[src/hdl/stable_record_sorter_by_key_core_defines.svh]
// ----------------------------------------------------------------------------
// Stable record sorter assertion macros
// Shared concurrent assertion forms, clocked on clk, disabled in reset.
// ----------------------------------------------------------------------------
`ifndef STABLE_RECORD_SORTER_BY_KEY_CORE_DEFINES_SVH
`define STABLE_RECORD_SORTER_BY_KEY_CORE_DEFINES_SVH

// same-cycle implication
`define SRS_ASSERT_IMP(lbl, ante, cons, msg) \
	lbl: assert property (@(posedge clk) disable iff (!arst_n) (ante) |-> (cons)) \
		else $error(msg);

// next-cycle implication
`define SRS_ASSERT_NXT(lbl, ante, cons, msg) \
	lbl: assert property (@(posedge clk) disable iff (!arst_n) (ante) |=> (cons)) \
		else $error(msg);

`endif

[src/hdl/srs_pkg.sv]
// ----------------------------------------------------------------------------
// Stable record sorter package
// Sizes, record and cell control types shared by the sorter modules.
// ----------------------------------------------------------------------------
package srs_pkg;

	localparam int MAX_ITEMS = 64;
	localparam int KEY_BITS  = 32;
	localparam int PRICE_W   = 32;
	localparam int TAG_W     = 6;
	localparam int CNT_W     = $clog2(MAX_ITEMS + 1);

	typedef logic [KEY_BITS-1:0] key_t;
	typedef logic [PRICE_W-1:0]  price_t;
	typedef logic [TAG_W-1:0]    tag_t;
	typedef logic [CNT_W-1:0]    cnt_t;

	typedef struct packed {
		logic valid;
		key_t key;
		tag_t tag;
	} rec_t;

	typedef struct packed {
		logic ins;
		logic pop;
		key_t key;
		tag_t tag;
	} cell_ctl_t;

endpackage

[src/hdl/srs_cell.sv]
// ----------------------------------------------------------------------------
// Sorter insertion cell
// Holds one record; takes the new record, its upper neighbor's record on
// insertion, or its lower neighbor's record while the chain drains.
// ----------------------------------------------------------------------------
module srs_cell (
	input  logic               clk,
	input  logic               arst_n,
	input  srs_pkg::cell_ctl_t ctl,
	input  logic               prv_cond,
	input  srs_pkg::rec_t      prv,
	input  srs_pkg::rec_t      nxt,
	output logic               cond,
	output srs_pkg::rec_t      rec
);

	logic          valid_q;
	srs_pkg::key_t key_q;
	srs_pkg::tag_t tag_q;

	// empty, or holding a strictly greater key: the new record goes here or above
	assign cond = !valid_q || (key_q > ctl.key);

	assign rec.valid = valid_q;
	assign rec.key   = key_q;
	assign rec.tag   = tag_q;

	always_ff @(posedge clk or negedge arst_n) begin
		if (!arst_n) begin
			valid_q <= 1'b0;
		end else if (ctl.pop) begin
			valid_q <= nxt.valid;
		end else if (ctl.ins && cond) begin
			valid_q <= prv_cond ? prv.valid : 1'b1;
		end
	end

	always_ff @(posedge clk) begin
		if (ctl.pop) begin
			key_q <= nxt.key;
			tag_q <= nxt.tag;
		end else if (ctl.ins && cond) begin
			if (prv_cond) begin
				key_q <= prv.key;
				tag_q <= prv.tag;
			end else begin
				key_q <= ctl.key;
				tag_q <= ctl.tag;
			end
		end
	end

endmodule

[config.mk]
export PLATFORM = sky130hd
export DESIGN_NAME = srs_cell
export DESIGN_NICKNAME = d
export VERILOG_FILES = /design/src/hdl/stable_record_sorter_by_key_core_defines.svh /design/src/hdl/srs_pkg.sv /design/src/hdl/srs_cell.sv
export SDC_FILE = /design/constraint.sdc
export NUM_CORES = 1
export LEC_CHECK = 0
export BUFFER_PORTS_ARGS = -buffer_cell sky130_fd_sc_hd__buf_2
export CAP_MARGIN = 20
export CORE_ASPECT_RATIO = 0.75
export CORE_MARGIN = 2
export CORE_UTILIZATION = 45
export DETAILED_ROUTE_END_ITERATION = 8
export PLACE_DENSITY_LB_ADDON = 0.1
export SYNTH_ARGS = -nofsm -noshare
export SYNTH_HDL_FRONTEND = slang
export SYNTH_SLANG_ARGS = --single-unit
export TNS_END_PERCENT = 1
[constraint.sdc]
create_clock -name clk -period 4.32 [get_ports clk]
set_input_delay 0.432 -clock clk [delete_from_list [all_inputs] [get_ports clk]]
set_output_delay 0.432 -clock clk [all_outputs]
set_load 0.02 [all_outputs]
==> results.md <==
* Status: completed
* Final setup fails at 0
* Total negative slack at 0 ns
* Synthesized area per cell at 9.55 um^2
* Vias per cell at 4.92
* Register Area at 0.00117 mm^2
* Clk_lat worst skew at 0.29 ns
* Largest area contributor in the netlist: edfxtp_1
* Clock skew at 0.00429 ns
* Final critical-path required period at 3.04 ns
* CP Capture Point: key_q[9]
* Layout Nets at 609
* Port Buffers at 160
* Initial antenna violation count at 0
* R2r endpoint: key_q[9]
* Commonest non-fill, non-tap cell in the layout: buf_2
* Yosys reg bits at 39
* Worst-case vdd ir drop at 0.132 mV
* HP Start: nxt[35]
* Clk pin slew, worst setup/hold paths at 0.07 ns
* Leak at 2.00 nW
* Number of I/O pins at 161
* Pwr/cell area at 288 mW/mm^2
* Die ar. at 0.00698 mm^2
* Fmax at 329 MHz
* WP data required at 4.30 ns
* Rows at 25
* Reg2reg setup slack at 1.28 ns
* Final hold viol count at 0
* Multi-input logic area at 0.00150 mm^2
* Root buffer cell: clkbuf_8
* Cell variety after synth at 32
* Die Width at 95.8 um
* Largest net degree at the start of global routing at 77
* Commonest non-fill, non-tap cells in the layout: buf_2 (160), nand2_1 (48), o21ai_0 (43)
* Crit share post-route at 70.5%
* Register area share after synthesis at 41.0%
* Routed Antenna Nets at 0
* Slew HR at 50.3%
* Crit-path max FO at 21
* Core ar. at 0.00619 mm^2
* MaxCap Viol Count at 0
* Worst setup path class: reg -> reg
* Residual DRC at 0
* Initial DRC count at 78
* Initial Util at 46.0%
* Synthesized area at 0.00285 mm^2
* Mapped Nets at 451
* Vias in the first global route at 2369
* Min-Delay Path Class: in -> reg
* Start of the worst register-to-register path: key_q[14]
* Layout area overhead at 34.5%
* Hpwl dp at 5570 um
* Inserted Clock Buffers at 5
* Chip height at 72.9 um
* Drt wl/cell at 12.8 um
* CTS tree: done
* Number of H-tree levels at 2
* Worst slew pin tran at 0.745 ns
* Worst Setup Start Kind: flip-flop
* Clock Sinks at 39
* RSZ-0062 raised after global routing: no
* All-Layer GR Usage at 19.3%
* Routed vias at 2645
* Synth warn at 0
* Reg2Reg Depth at 7
* Slew Viols, Final at 0
* Drt first pass iters at 4
* Synth area leaders: edfxtp_1 (40%), ha_1 (14%), mux2i_1 (13%)
* Grt ovf at 0
* # diodes at 0
* Final wirelength at 6910 um
* Clk buf depth at 2
* Final GP Congestion at 0.761
* First-pass GRT wire length at 10400 um
* Worst setup path startpoint: key_q[14]
* Gate Count Post-Synth at 298
* Synth top area share at 40.1%
* Worst EP arrival at 3.02 ns
* Hold Slack at 0.420 ns
* Number of gates resized after CTS at 0
* Critical path endpoint category: flip-flop
* Share of layout cells above drive strength 1 at 37.6%
* Filler cell count at 568
cell families after synthesis:
logic type / count (synthesis) / synth area share [%]
adders and majority gates: 32 / 14.1
and+or+nand+nor: 72 / 11.3
DFF: 39 / 41.0
buffers and inverters: 49 / 6.73
AOI/OAI and AO/OA: 68 / 13.5
muxes: 38 / 13.4
how the worst min path moves through the flow:
stage | endpoint | slack [ns] | cells after the start
5_1_grt | key_q[12] | 0.43 | 3
3_5_place_dp | valid_q | 0.21 | 1
4_1_cts | key_q[25] | 0.42 | 3
6_report | key_q[29] | 0.42 | 3
3_3_place_gp | valid_q | 0.21 | 1
2_1_floorplan | valid_q | 0.14 | 0
layout make-up:
| cell class | count | area share, % |
|---|---|---|
| Sequential cell | 39 | 30.5 |
| Multi-Input combinational cell | 210 | 39.2 |
| Timing Repair Buffer | 164 | 22.1 |
| Clock inverter | 2 | 0.196 |
| Tap cell | 81 | 2.65 |
| Clock buffer | 6 | 1.90 |
| Inverter | 36 | 3.53 |
state kept, by name, summed over array words and instances (netlist names):
register and count:
key_q 32, valid_q 1, tag_q 6
routing by layer:
metal	share of wire, %	vias up	track usage (%)
met5	0	-	0
met4	0.74	0	3.81
met3	8.4	6	4.96
met2	45	96	32.9
met1	46	1161	25.1
li1	-	1382	-
timing repair:
item / in CTS / in global routing
hold buffers: 1 / 0
endpoints found under the hold margin: 1 / 0
setup buffers: 0 / 0
metrics by stage:
step	util (%)	instances	power, mW	area, um^2	setup slack [ns]
2_1_floorplan	-	298	0.730	2850	1.09
3_3_place_gp	60.0	528	0.872	3720	1.09
3_5_place_dp	60.0	528	0.880	3720	1.07
4_1_cts	61.5	537	1.11	3810	1.21
5_1_grt	61.8	538	1.17	3830	1.01
6_report	61.8	538	1.10	3830	1.28
report_power, final:
group	switching [mW]	internal, mW
Clock	0.121	0.110
Combinational	0.217	0.155
Sequential	0.0232	0.475
Total	0.361	0.740
cell usage after synthesis:
cell,count
o31ai_1,1
edfxtp_1,38
buf_4,1
o21ai_1,2
a21oi_1,13
o221ai_2,1
nor2_1,8
nand2_1,48
nor4_1,2
buf_1,1
nand4b_1,1
and4_1,1
nand4_1,6
o21ai_0,43
buf_2,3
nand2b_1,1
nor3_1,1
clkbuf_1,8
and4b_1,1
or4b_4,1
a21o_1,1
inv_1,36
o21a_1,1
a211oi_1,1
mux2i_1,38
ha_1,32
nand3_1,2
a22oi_2,1
a221oi_1,1
a41oi_2,1
o22ai_1,2
dfrtp_1,1
worst max-delay path, stage by stage (launching register included):
cell and delay, ns:
edfxtp_1 0.41, ha_1 0.33, nand4_1 0.15, nor4_1 0.38, a221oi_1 0.17, and4b_1 0.28, o221ai_4 0.61, buf_4 0.39
No activity file was read; power rests on OpenSTA's default activity.
